<file path="config.mk">
export PLATFORM = sky130hd
export DESIGN_NAME = hsv_to_rgb_converter_unit_flat
export DESIGN_NICKNAME = d
export VERILOG_FILES = /design/src/hdl/hsv2rgb_pkg.sv /design/src/hdl/hsv2rgb_if.sv /design/src/hdl/hsv2rgb_sector_split.sv /design/src/hdl/hsv2rgb_weights.sv /design/src/hdl/hsv2rgb_scale.sv /design/src/hdl/hsv2rgb_route.sv /design/src/hdl/hsv_to_rgb_converter_unit.sv /design/src/flat_wrapper.sv
export SDC_FILE = /design/constraint.sdc
export NUM_CORES = 2
export LEC_CHECK = 0
export ABC_AREA = 1
export ABC_CLOCK_PERIOD_IN_PS = 8250
export BUFFER_PORTS_ARGS = -buffer_cell sky130_fd_sc_hd__buf_2
export CORE_AREA = 2 2 250 252
export CTS_CLUSTER_SIZE = 24
export DETAILED_ROUTE_END_ITERATION = 16
export DIE_AREA = 0 0 252 254
export GPL_ROUTABILITY_DRIVEN = 0
export PLACE_DENSITY = 0.86
export SLEW_MARGIN = 30
export SYNTH_ARGS = -nofsm -noshare
export SYNTH_HDL_FRONTEND = slang
export SYNTH_HIERARCHICAL = 1
export SYNTH_SLANG_ARGS = --single-unit
</file>
<file path="constraint.sdc">
create_clock -name clock -period 8.25 [get_ports clock]
set_input_delay 1.2375 -clock clock [delete_from_list [all_inputs] [get_ports clock]]
set_output_delay 1.2375 -clock clock [all_outputs]
set_load 0.02 [all_outputs]
</file>
<file path="src/hdl/hsv2rgb_pkg.sv">
// ----------------------------------------------------------------------------
// HSV to RGB converter package
// Shared widths, sector codes, stage payload types and small arithmetic
// helpers for the HSV to RGB pixel pipeline.
// ----------------------------------------------------------------------------
package hsv2rgb_pkg;

   // Hue is a fraction of a full turn: hue / 2^HUE_FRACTION_BITS
   localparam int HUE_FRACTION_BITS = 16;

   localparam int HUE_W  = 16;
   localparam int CODE_W = 8;
   localparam logic [CODE_W-1:0] FULL_CODE = 8'hFF;

   // hue*6 needs three more bits than the hue
   localparam int SCALED_W  = HUE_W + 3;
   // bits above the fraction that carry the sector (at least one)
   localparam int SEC_SRC_W = (SCALED_W > HUE_FRACTION_BITS) ?
                              (SCALED_W - HUE_FRACTION_BITS) : 1;
   localparam int EXT_W     = HUE_FRACTION_BITS + SEC_SRC_W;

   localparam int FRAC_W  = HUE_FRACTION_BITS;
   // 255*F fits in FRAC_W+8 bits
   localparam int NUM_W   = FRAC_W + CODE_W;
   localparam int PROD_W  = NUM_W + CODE_W;
   localparam int QUOT_IN_W = 2 * CODE_W;

   localparam logic [FRAC_W:0]  ONE_TURN   = {1'b1, {FRAC_W{1'b0}}};
   localparam logic [NUM_W-1:0] FULL_SCALE = {FULL_CODE, {FRAC_W{1'b0}}};

   // Hue sectors, one per sixth of a turn
   typedef enum logic [2:0] {
      SEC_RED_YEL = 3'd0,
      SEC_YEL_GRN = 3'd1,
      SEC_GRN_CYN = 3'd2,
      SEC_CYN_BLU = 3'd3,
      SEC_BLU_MAG = 3'd4,
      SEC_MAG_RED = 3'd5
   } sector_type;

   // After sector split
   typedef struct packed {
      sector_type          sector;
      logic [FRAC_W-1:0]   frac;
      logic [CODE_W-1:0]   sat;
      logic [CODE_W-1:0]   val;
   } split_type;

   // After weight computation
   typedef struct packed {
      sector_type          sector;
      logic [NUM_W-1:0]    num_q;
      logic [NUM_W-1:0]    num_t;
      logic [CODE_W-1:0]   num_p;
      logic [CODE_W-1:0]   val;
   } weight_type;

   // After scaling by brightness
   typedef struct packed {
      sector_type            sector;
      logic [PROD_W-1:0]     prod_q;
      logic [PROD_W-1:0]     prod_t;
      logic [QUOT_IN_W-1:0]  prod_p;
      logic [CODE_W-1:0]     val;
   } scaled_type;

   // Remainder modulo six, one bit per step from the top
   function automatic sector_type mod6(input logic [SEC_SRC_W-1:0] x);
      logic [3:0] acc;
      logic [2:0] rem;
      rem = 3'd0;
      acc = 4'd0;
      for (int i = SEC_SRC_W - 1; i >= 0; i--) begin
         acc = {rem, x[i]};
         if (acc >= 4'd6) begin
            acc = acc - 4'd6;
         end
         rem = acc[2:0];
      end
      return sector_type'(rem);
   endfunction

   // Exact floor(y/255) for any y up to 255*255: (y + (y >> 8) + 1) >> 8
   function automatic logic [CODE_W-1:0] div255(input logic [QUOT_IN_W-1:0] y);
      logic [QUOT_IN_W:0] sum;
      sum = {1'b0, y} + (QUOT_IN_W+1)'(y[QUOT_IN_W-1:CODE_W]) + (QUOT_IN_W+1)'(1);
      return sum[QUOT_IN_W-1:CODE_W];
   endfunction

endpackage

</file>
<file path="src/hdl/hsv2rgb_if.sv">
// ----------------------------------------------------------------------------
// HSV to RGB converter channels
// Valid/ready channels for HSV items in and RGB items out.
// ----------------------------------------------------------------------------
interface hsv2rgb_req_if;
   import hsv2rgb_pkg::*;

   logic                valid;
   logic                ready;
   logic [HUE_W-1:0]    hue;
   logic [CODE_W-1:0]   saturation;
   logic [CODE_W-1:0]   brightness;

   modport source (output valid, output hue, output saturation, output brightness,
                   input ready);
   modport sink   (input valid, input hue, input saturation, input brightness,
                   output ready);
endinterface

interface hsv2rgb_rsp_if;
   import hsv2rgb_pkg::*;

   logic                valid;
   logic                ready;
   logic [CODE_W-1:0]   red;
   logic [CODE_W-1:0]   green;
   logic [CODE_W-1:0]   blue;

   modport source (output valid, output red, output green, output blue,
                   input ready);
   modport sink   (input valid, input red, input green, input blue,
                   output ready);
endinterface

</file>
<file path="src/hdl/hsv2rgb_sector_split.sv">
// ----------------------------------------------------------------------------
// HSV to RGB sector split stage
// Forms hue*6 and splits it into the sector (modulo six) and the fraction.
// ----------------------------------------------------------------------------
module hsv2rgb_sector_split (
   input  logic                        clock,
   input  logic                        reset,
   input  logic                        up_valid,
   output logic                        up_ready,
   input  logic [hsv2rgb_pkg::HUE_W-1:0]  hue,
   input  logic [hsv2rgb_pkg::CODE_W-1:0] sat,
   input  logic [hsv2rgb_pkg::CODE_W-1:0] val,
   output logic                        dn_valid,
   input  logic                        dn_ready,
   output hsv2rgb_pkg::split_type      dn_data
);
   import hsv2rgb_pkg::*;

   logic                 valid_ff;
   logic                 valid_in;
   split_type            data_ff;
   split_type            data_in;
   logic [SCALED_W-1:0]  scaled;
   logic [EXT_W-1:0]     scaled_ext;

   // hue*6 as two shifted adds, then split at the fraction point
   always_comb begin
      scaled     = (SCALED_W'(hue) << 2) + (SCALED_W'(hue) << 1);
      scaled_ext = EXT_W'(scaled);
      data_in.sector = mod6(scaled_ext[EXT_W-1:FRAC_W]);
      data_in.frac   = scaled_ext[FRAC_W-1:0];
      data_in.sat    = sat;
      data_in.val    = val;
   end

   // Advance when empty or when the next stage takes the item
   assign up_ready = !valid_ff || dn_ready;
   assign valid_in = up_ready ? up_valid : valid_ff;

   always_ff @(posedge clock) begin
      if (reset) begin
         valid_ff <= 1'b0;
      end else begin
         valid_ff <= valid_in;
      end
   end

   always_ff @(posedge clock) begin
      if (up_ready && up_valid) begin
         data_ff <= data_in;
      end
   end

   assign dn_valid = valid_ff;
   assign dn_data  = data_ff;

endmodule

</file>
<file path="src/hdl/hsv2rgb_weights.sv">
// ----------------------------------------------------------------------------
// HSV to RGB weight stage
// Computes the numerators 255*F - s*f, 255*F - s*(F-f) and 255 - s.
// ----------------------------------------------------------------------------
module hsv2rgb_weights (
   input  logic                     clock,
   input  logic                     reset,
   input  logic                     up_valid,
   output logic                     up_ready,
   input  hsv2rgb_pkg::split_type   up_data,
   output logic                     dn_valid,
   input  logic                     dn_ready,
   output hsv2rgb_pkg::weight_type  dn_data
);
   import hsv2rgb_pkg::*;

   logic               valid_ff;
   logic               valid_in;
   weight_type         data_ff;
   weight_type         data_in;
   logic [FRAC_W:0]    frac_comp;
   logic [NUM_W-1:0]   sat_frac;
   logic [NUM_W-1:0]   sat_comp;

   // One small multiply for each of the q and t numerators, then subtract from full scale
   always_comb begin
      frac_comp = ONE_TURN - (FRAC_W+1)'(up_data.frac);
      sat_frac  = NUM_W'(up_data.sat) * NUM_W'(up_data.frac);
      sat_comp  = NUM_W'(up_data.sat) * NUM_W'(frac_comp);
      data_in.sector = up_data.sector;
      data_in.num_q  = FULL_SCALE - sat_frac;
      data_in.num_t  = FULL_SCALE - sat_comp;
      data_in.num_p  = FULL_CODE - up_data.sat;
      data_in.val    = up_data.val;
   end

   // Advance when empty or when the next stage takes the item
   assign up_ready = !valid_ff || dn_ready;
   assign valid_in = up_ready ? up_valid : valid_ff;

   always_ff @(posedge clock) begin
      if (reset) begin
         valid_ff <= 1'b0;
      end else begin
         valid_ff <= valid_in;
      end
   end

   always_ff @(posedge clock) begin
      if (up_ready && up_valid) begin
         data_ff <= data_in;
      end
   end

   assign dn_valid = valid_ff;
   assign dn_data  = data_ff;

endmodule

</file>
<file path="src/hdl/hsv2rgb_scale.sv">
// ----------------------------------------------------------------------------
// HSV to RGB scale stage
// Multiplies each numerator by the brightness.
// ----------------------------------------------------------------------------
module hsv2rgb_scale (
   input  logic                     clock,
   input  logic                     reset,
   input  logic                     up_valid,
   output logic                     up_ready,
   input  hsv2rgb_pkg::weight_type  up_data,
   output logic                     dn_valid,
   input  logic                     dn_ready,
   output hsv2rgb_pkg::scaled_type  dn_data
);
   import hsv2rgb_pkg::*;

   logic        valid_ff;
   logic        valid_in;
   scaled_type  data_ff;
   scaled_type  data_in;

   // Scale the three numerators by v
   always_comb begin
      data_in.sector = up_data.sector;
      data_in.prod_q = PROD_W'(up_data.val) * PROD_W'(up_data.num_q);
      data_in.prod_t = PROD_W'(up_data.val) * PROD_W'(up_data.num_t);
      data_in.prod_p = QUOT_IN_W'(up_data.val) * QUOT_IN_W'(up_data.num_p);
      data_in.val    = up_data.val;
   end

   // Advance when empty or when the next stage takes the item
   assign up_ready = !valid_ff || dn_ready;
   assign valid_in = up_ready ? up_valid : valid_ff;

   always_ff @(posedge clock) begin
      if (reset) begin
         valid_ff <= 1'b0;
      end else begin
         valid_ff <= valid_in;
      end
   end

   always_ff @(posedge clock) begin
      if (up_ready && up_valid) begin
         data_ff <= data_in;
      end
   end

   assign dn_valid = valid_ff;
   assign dn_data  = data_ff;

endmodule

</file>
<file path="src/hdl/hsv2rgb_route.sv">
// ----------------------------------------------------------------------------
// HSV to RGB divide and route stage
// Divides the q and t products by 255*F and the p product by 255, routes v/p/q/t
// by sector and holds the result item in the output register.
// ----------------------------------------------------------------------------
module hsv2rgb_route (
   input  logic                        clock,
   input  logic                        reset,
   input  logic                        up_valid,
   output logic                        up_ready,
   input  hsv2rgb_pkg::scaled_type     up_data,
   output logic                        dn_valid,
   input  logic                        dn_ready,
   output logic [hsv2rgb_pkg::CODE_W-1:0] red,
   output logic [hsv2rgb_pkg::CODE_W-1:0] green,
   output logic [hsv2rgb_pkg::CODE_W-1:0] blue
);
   import hsv2rgb_pkg::*;

   logic                valid_ff;
   logic                valid_in;
   logic [CODE_W-1:0]   red_ff;
   logic [CODE_W-1:0]   green_ff;
   logic [CODE_W-1:0]   blue_ff;
   logic [CODE_W-1:0]   red_in;
   logic [CODE_W-1:0]   green_in;
   logic [CODE_W-1:0]   blue_in;
   logic [CODE_W-1:0]   p_val;
   logic [CODE_W-1:0]   q_val;
   logic [CODE_W-1:0]   t_val;
   logic [CODE_W-1:0]   v_val;

   // Drop the fraction bits of q and t, then divide all three by 255
   always_comb begin
      p_val = div255(up_data.prod_p);
      q_val = div255(up_data.prod_q[PROD_W-1:FRAC_W]);
      t_val = div255(up_data.prod_t[PROD_W-1:FRAC_W]);
      v_val = up_data.val;
   end

   // Route by sector
   always_comb begin
      case (up_data.sector)
         SEC_RED_YEL: begin
            red_in = v_val; green_in = t_val; blue_in = p_val;
         end
         SEC_YEL_GRN: begin
            red_in = q_val; green_in = v_val; blue_in = p_val;
         end
         SEC_GRN_CYN: begin
            red_in = p_val; green_in = v_val; blue_in = t_val;
         end
         SEC_CYN_BLU: begin
            red_in = p_val; green_in = q_val; blue_in = v_val;
         end
         SEC_BLU_MAG: begin
            red_in = t_val; green_in = p_val; blue_in = v_val;
         end
         default: begin
            red_in = v_val; green_in = p_val; blue_in = q_val;
         end
      endcase
   end

   // Advance when empty or when the consumer takes the item
   assign up_ready = !valid_ff || dn_ready;
   assign valid_in = up_ready ? up_valid : valid_ff;

   always_ff @(posedge clock) begin
      if (reset) begin
         valid_ff <= 1'b0;
      end else begin
         valid_ff <= valid_in;
      end
   end

   always_ff @(posedge clock) begin
      if (up_ready && up_valid) begin
         red_ff   <= red_in;
         green_ff <= green_in;
         blue_ff  <= blue_in;
      end
   end

   assign dn_valid = valid_ff;
   assign red      = red_ff;
   assign green    = green_ff;
   assign blue     = blue_ff;

endmodule

</file>
<file path="src/hdl/hsv_to_rgb_converter_unit.sv">
// ----------------------------------------------------------------------------
// HSV to RGB converter unit
// Converts one HSV pixel per item to 8-bit RGB through a four-stage pipeline.
//
//   channel   direction   payload                         handshake
//   req_if    in          hue[15:0] saturation brightness  valid/ready
//   rsp_if    out         red green blue                   valid/ready
//
// Takes one item per cycle unless the output stalls; each item passes in order
// through sector split, weights, scale by brightness, divide and route.
// Reset clears the stage valid bits; the data registers are not reset.
// Each stage holds its item while the next one is full and stalled; ready
// runs back through the stages, so a full pipeline still takes a new item
// in the cycle its output item is taken.
// ----------------------------------------------------------------------------
module hsv_to_rgb_converter_unit (
   input  logic            clock,
   input  logic            reset,
   hsv2rgb_req_if.sink     req_if,
   hsv2rgb_rsp_if.source   rsp_if
);
   import hsv2rgb_pkg::*;

   logic        split_valid;
   logic        split_ready;
   split_type   split_data;
   logic        weight_valid;
   logic        weight_ready;
   weight_type  weight_data;
   logic        scale_valid;
   logic        scale_ready;
   scaled_type  scale_data;

   // Stage 1: sector and fraction
   hsv2rgb_sector_split u_split (
      .clock    (clock),
      .reset    (reset),
      .up_valid (req_if.valid),
      .up_ready (req_if.ready),
      .hue      (req_if.hue),
      .sat      (req_if.saturation),
      .val      (req_if.brightness),
      .dn_valid (split_valid),
      .dn_ready (split_ready),
      .dn_data  (split_data)
   );

   // Stage 2: numerators
   hsv2rgb_weights u_weights (
      .clock    (clock),
      .reset    (reset),
      .up_valid (split_valid),
      .up_ready (split_ready),
      .up_data  (split_data),
      .dn_valid (weight_valid),
      .dn_ready (weight_ready),
      .dn_data  (weight_data)
   );

   // Stage 3: scale by brightness
   hsv2rgb_scale u_scale (
      .clock    (clock),
      .reset    (reset),
      .up_valid (weight_valid),
      .up_ready (weight_ready),
      .up_data  (weight_data),
      .dn_valid (scale_valid),
      .dn_ready (scale_ready),
      .dn_data  (scale_data)
   );

   // Stage 4: divide, route and output register
   hsv2rgb_route u_route (
      .clock    (clock),
      .reset    (reset),
      .up_valid (scale_valid),
      .up_ready (scale_ready),
      .up_data  (scale_data),
      .dn_valid (rsp_if.valid),
      .dn_ready (rsp_if.ready),
      .red      (rsp_if.red),
      .green    (rsp_if.green),
      .blue     (rsp_if.blue)
   );

   // Reset empties the pipeline
   assert property (@(posedge clock) reset |=> !rsp_if.valid && !split_valid)
      else $error("pipeline not empty after reset");

   // Input only stalls when every stage is full and the output is stalled
   assert property (@(posedge clock) disable iff (reset)
      !req_if.ready |-> (split_valid && weight_valid && scale_valid &&
                         rsp_if.valid && !rsp_if.ready))
      else $error("input stalled with room in the pipeline");

   // An accepted item lands in the first stage
   assert property (@(posedge clock) disable iff (reset)
      (req_if.valid && req_if.ready) |=> split_valid)
      else $error("accepted item lost at the first stage");

   // A stalled output keeps itself and the stage behind it full
   assert property (@(posedge clock) disable iff (reset)
      (rsp_if.valid && !rsp_if.ready && scale_valid) |=> rsp_if.valid && scale_valid)
      else $error("stalled item dropped");

endmodule
</file>
<file path="src/flat_wrapper.sv">
// flat-port wrapper written by rule: the top's interface ports become plain ports
module hsv_to_rgb_converter_unit_flat import hsv2rgb_pkg::*;
  (clock, reset, req_if_valid, req_if_hue, req_if_saturation, req_if_brightness, req_if_ready, rsp_if_valid, rsp_if_red, rsp_if_green, rsp_if_blue, rsp_if_ready);
  hsv2rgb_req_if req_if_i ();
  hsv2rgb_rsp_if rsp_if_i ();
  input  logic clock;
  input  logic reset;
  input wire logic [$bits(req_if_i.valid)-1:0] req_if_valid;
  input wire logic [$bits(req_if_i.hue)-1:0] req_if_hue;
  input wire logic [$bits(req_if_i.saturation)-1:0] req_if_saturation;
  input wire logic [$bits(req_if_i.brightness)-1:0] req_if_brightness;
  output wire logic [$bits(req_if_i.ready)-1:0] req_if_ready;
  output wire logic [$bits(rsp_if_i.valid)-1:0] rsp_if_valid;
  output wire logic [$bits(rsp_if_i.red)-1:0] rsp_if_red;
  output wire logic [$bits(rsp_if_i.green)-1:0] rsp_if_green;
  output wire logic [$bits(rsp_if_i.blue)-1:0] rsp_if_blue;
  input wire logic [$bits(rsp_if_i.ready)-1:0] rsp_if_ready;
  assign req_if_i.valid = req_if_valid;
  assign req_if_i.hue = req_if_hue;
  assign req_if_i.saturation = req_if_saturation;
  assign req_if_i.brightness = req_if_brightness;
  assign req_if_ready = req_if_i.ready;
  assign rsp_if_valid = rsp_if_i.valid;
  assign rsp_if_red = rsp_if_i.red;
  assign rsp_if_green = rsp_if_i.green;
  assign rsp_if_blue = rsp_if_i.blue;
  assign rsp_if_i.ready = rsp_if_ready;
  hsv_to_rgb_converter_unit u_core (.clock(clock), .reset(reset), .req_if(req_if_i), .rsp_if(rsp_if_i));
endmodule
</file>
Word-level counts from Yosys, hierarchy flattened. Cells that the tools add are included.

Add/subtract/negate cells: 12. $mul: 5. Div/mod/pow operators: 0. $lt $le $gt $ge: 1. Equality and inequality tests: 4. Shifts and indexed selects: 0. Muxes and demuxes: 4. Bitwise logic cells: 0. Reductions and logical operators: 17.

Operators by type and width (count): one-hot mux 8 bit (3 select lines) (3); multiplier 8 x 24 -> 32 bit (2); adder 16 x 1 -> 16 bit (second input constant) (3); adder 16 x 8 -> 16 bit (3); subtractor 24 bit (first input constant) (2); multiplier 8 x 16 -> 24 bit (1); multiplier 8 x 17 -> 24 bit (1); adder 18 x 17 -> 19 bit (1); subtractor 17 x 16 -> 17 bit (first input constant) (1); multiplier 8 x 8 -> 16 bit (1); OR reduction 2 bit (4); subtractor 8 bit (first input constant) (1); == test 3 x 2 -> 1 bit (second input constant) (2); logical AND 1 bit (4); zero test 1 bit (4); logical OR 1 bit (4); == test 3 x 1 -> 1 bit (second input constant) (1); == test 3 bit (second input constant) (1); greater-or-equal comparator 3 bit (second input constant) (1); zero test 3 bit (1); two-way mux 3 bit (1); subtractor 3 bit (second input constant) (1).

Register bits: 221. Latch bits: 0. RAM bits: 0. ROM bits: 0. Logic and storage cells: 64. Memories: 0.

Longest topological paths before layout.
Depth after elaboration: 6. Mapped depth: 30.

Modules after synthesis. Netlist, hierarchy kept.

Modules (own cells, without submodules): hsv2rgb_scale (instances 1, cells an instance 2646, area an instance 19065.8 µm², seq. area each 2752.6 µm²); hsv2rgb_weights (instances 1, cells an instance 1595, area an instance 12201.7 µm², seq. area each 2001.9 µm²); hsv2rgb_route (instances 1, cells an instance 536, area an instance 3259.4 µm², seq. area each 740.7 µm²); hsv2rgb_sector_split (instances 1, cells an instance 209, area an instance 2006.9 µm², seq. area each 1041.0 µm²).

Worst setup path before layout. Ideal clock, no wire load.

Path type: input to register. Start point: input rsp_if_ready. End point: register u_core.u_scale.data_ff, in the netlist u_core/u_scale/dn_data[0] (enable). Arrival: 5.769 ns. Data required time: 7.680 ns. Slack: 1.911 ns. Stages: 4. Path buffers: 0. Cells stage by stage: inv_1 > nand2_1 > inv_1 > a21oi_1.

Longest elaborated chain between the ends: 3.

Ends and longest elaborated chain: start, declared (line flat_wrapper.sv:17) `input wire logic [$bits(rsp_if_i.ready)-1:0] rsp_if_ready;`; logical OR 1 bit (line hsv2rgb_route.sv:66) `assign up_ready = !valid_ff || dn_ready;`; net u_core.scale_ready (line hsv_to_rgb_converter_unit.sv:31) `logic scale_ready;`; logical OR 1 bit (line hsv2rgb_scale.sv:32) `assign up_ready = !valid_ff || dn_ready;`; logical AND 1 bit (line hsv2rgb_scale.sv:44) `if (up_ready && up_valid) begin`; end signal, assigned (line hsv2rgb_scale.sv:45) `data_ff <= data_in;`; end, declared (line hsv2rgb_scale.sv:19) `scaled_type data_ff;`.

The timed path passes the listed nets, and every way through them passes these cells. A chain may end at the register's enable or synchronous reset.

==> out/results.tsv <==
metric	value	unit
outcome	finished clean	
timing_worst_slew_pin_value	938	ps
cts_max_path_buffers	2	
worst-endpoint-required	8520	ps
path_clk_slew	80	ps
area.growth.synth_to_final	4.15	%
max_freq	181	MHz
grt_setup_unrepaired	no	
hold_sp	u_core/u_split/dn_data[6]	
cts.repair.resized	0	
globalRoute.totalOverflow	0	
worstPathArrival	5790	ps
reg2reg_depth	22	
timing.final.setup_violations	0	
reg2reg_from	u_core/u_split/dn_data[17]	
detail_route.drc_violations	0	
grt_pass1_vias	30500	
floorplan.core_area	61300	um2
reg2reg_to	u_core/u_weights/dn_data[39]	
grt_pass1_wl	141000	um
drt_pass1_iterations	8	
reg2reg_slack	2730	ps
buffer_ports.inserted	61	
cts_num_sinks	187	
final.period_utilization	0.669	
die_h	254	um
area_of_the_mapped_netlist	35400	um2
route.detailed.vias_per_inst	5.22	
critical_path_peak_fanout	11	
vias	29700	
tritoncts	done	
detail_route.wirelength	82200	um
cts_max_level	4	
hpwlAfterDp	65600	um
insertion_delay	520	ps
endpoint_of_the_worst_hold_timing_path	u_core/u_weights/dn_data[6]	
synth_nets	5736	
drt.antenna.violating_nets	0	
fp.dieArea	64000	um2
finalCriticalPeriod	5520	ps
io_pins	62	
maxCapViolations	0	
fin_nets	5685	
floorplan.die.width	252	um
syn_inst	4926	
holdPathStages	0	
fraction_of_final_layout_cells_sized_beyond_drive_strength_1	0.0468	
min-delay-path-class	register to register	
cts-buffers-inserted	17	
routed_wire_length_per_instance	14.5	um
timing_worst_setup_path_type	register to register	
num_antenna_cells	0	
timing.slew.headroom	0.375	
grtUsageTotal	0.271	
post_cts_hold_buffer_count	0	
initial_core_util	0.577	
ctsRootBufferMaster	sky130_fd_sc_hd__clkbuf_16	
post_cts_setup_buffer_count	0	
clock_skew	17.1	ps
critical_path.endpoint_type	register	
drt_iter0_drc	2355	
placementRows	91	
ys.warnings.count	6	
setup.worst_path.start_class	register	
pin_count_of_the_biggest_net_entering_global_routing	66	
postSynthAreaPerCell	7.18	um2
antenna_found_initial	0	
hold_viol_final	0	
setup-tns-final	0	ps
number_of_pins_exceeding_their_max_slew_limit_in_the_final_report	0	
fill_cells	5151	
[metrics by stage]
step                std cells  hold WS [ps]  cell area [um2]  setup WS [ps]  utilization
CTS                      5678           424            36800           2790        0.601
floorplan                4926           400            35400           3050            -
global placement         5646           401            36200           2990        0.591
global route             5678           431            36800           2380        0.601
detailed placement       5646           406            36200           2800        0.591
finish                   5678           422            36800           2730        0.601
[cell type report]
type	instances	area, um2	share of cell area
Timing Repair Buffer	78	437	0.0119
Sequential cell	187	5580	0.151
Clock inverter	14	173	0.00469
Clock buffer	18	429	0.0117
Tap cell	790	988	0.0268
Inverter	1455	5470	0.148
Multi-Input combinational cell	3136	23800	0.645
[placed cells by master, fill, tap and decap left out, types with 14 or more instances in the layout]
cell type                   count
sky130_fd_sc_hd__edfxtp_1     183
sky130_fd_sc_hd__nand2_1     1537
sky130_fd_sc_hd__nand2_2       28
sky130_fd_sc_hd__clkbuf_16     17
sky130_fd_sc_hd__inv_1       1443
sky130_fd_sc_hd__nand3b_1      20
sky130_fd_sc_hd__buf_4         16
sky130_fd_sc_hd__nor2_2        26
sky130_fd_sc_hd__fa_1         476
sky130_fd_sc_hd__ha_1         298
sky130_fd_sc_hd__xor2_1        37
sky130_fd_sc_hd__nand3_1      210
sky130_fd_sc_hd__nand4_1       54
sky130_fd_sc_hd__nor2_1       215
sky130_fd_sc_hd__a21oi_1      103
sky130_fd_sc_hd__buf_2         61
sky130_fd_sc_hd__xnor2_1       14
[how the worst max path moves through the flow]
stage / from / end / slack [ps] / cells past startpoint
3_3_place_gp: u_core/u_split/dn_data[17] / u_core/u_weights/dn_data[39] / 2990 / 22
2_1_floorplan: rsp_if_ready / u_core/u_weights/dn_data[0] / 3050 / 6
5_1_grt: u_core/u_split/dn_data[17] / u_core/u_weights/dn_data[39] / 2380 / 22
6_report: u_core/u_split/dn_data[17] / u_core/u_weights/dn_data[39] / 2730 / 22
4_1_cts: u_core/u_split/dn_data[17] / u_core/u_weights/dn_data[39] / 2790 / 22
3_5_place_dp: u_core/u_split/dn_data[17] / u_core/u_weights/dn_data[39] / 2800 / 22
[flip-flops by register name (all words and copies together), names as in the netlist]
register	count
u_core/u_scale/dn_valid	1
u_core/u_route/dn_valid	1
u_core/u_scale/dn_data	59
u_core/u_route/green	8
u_core/u_split/dn_valid	1
u_core/u_split/dn_data	34
u_core/u_weights/dn_valid	1
u_core/u_route/red	8
u_core/u_weights/dn_data	66
u_core/u_route/blue	8
[critical path: stages (launching register included)]
cell,delay (ps)
sky130_fd_sc_hd__edfxtp_1,550
sky130_fd_sc_hd__inv_1,110
sky130_fd_sc_hd__ha_1,280
sky130_fd_sc_hd__nand2_4,110
sky130_fd_sc_hd__nor2_8,190
sky130_fd_sc_hd__nand4_1,130
sky130_fd_sc_hd__xor2_1,420
sky130_fd_sc_hd__nor2_1,120
sky130_fd_sc_hd__fa_1,490
sky130_fd_sc_hd__fa_1,530
sky130_fd_sc_hd__inv_1,60
sky130_fd_sc_hd__fa_1,550
sky130_fd_sc_hd__inv_1,60
sky130_fd_sc_hd__fa_1,470
sky130_fd_sc_hd__inv_1,40
sky130_fd_sc_hd__ha_1,340
sky130_fd_sc_hd__nand2_1,70
sky130_fd_sc_hd__inv_1,90
sky130_fd_sc_hd__nand2_1,80
sky130_fd_sc_hd__nor3_1,270
sky130_fd_sc_hd__nand3_1,150
sky130_fd_sc_hd__nand3_1,110
sky130_fd_sc_hd__nand2_1,50
[metal layers]
layer  GRT usage  wire, um  up-vias
met5           0         0        -
met4       0.131      3500        0
met3      0.0460      7110      290
met2       0.458     38900     1407
met1       0.338     32700    13800
li1            -         -    14200
Power is left out: the tool's default activity adds up to more than one toggle a clock period on the data nets, which glitch-free logic cannot reach.
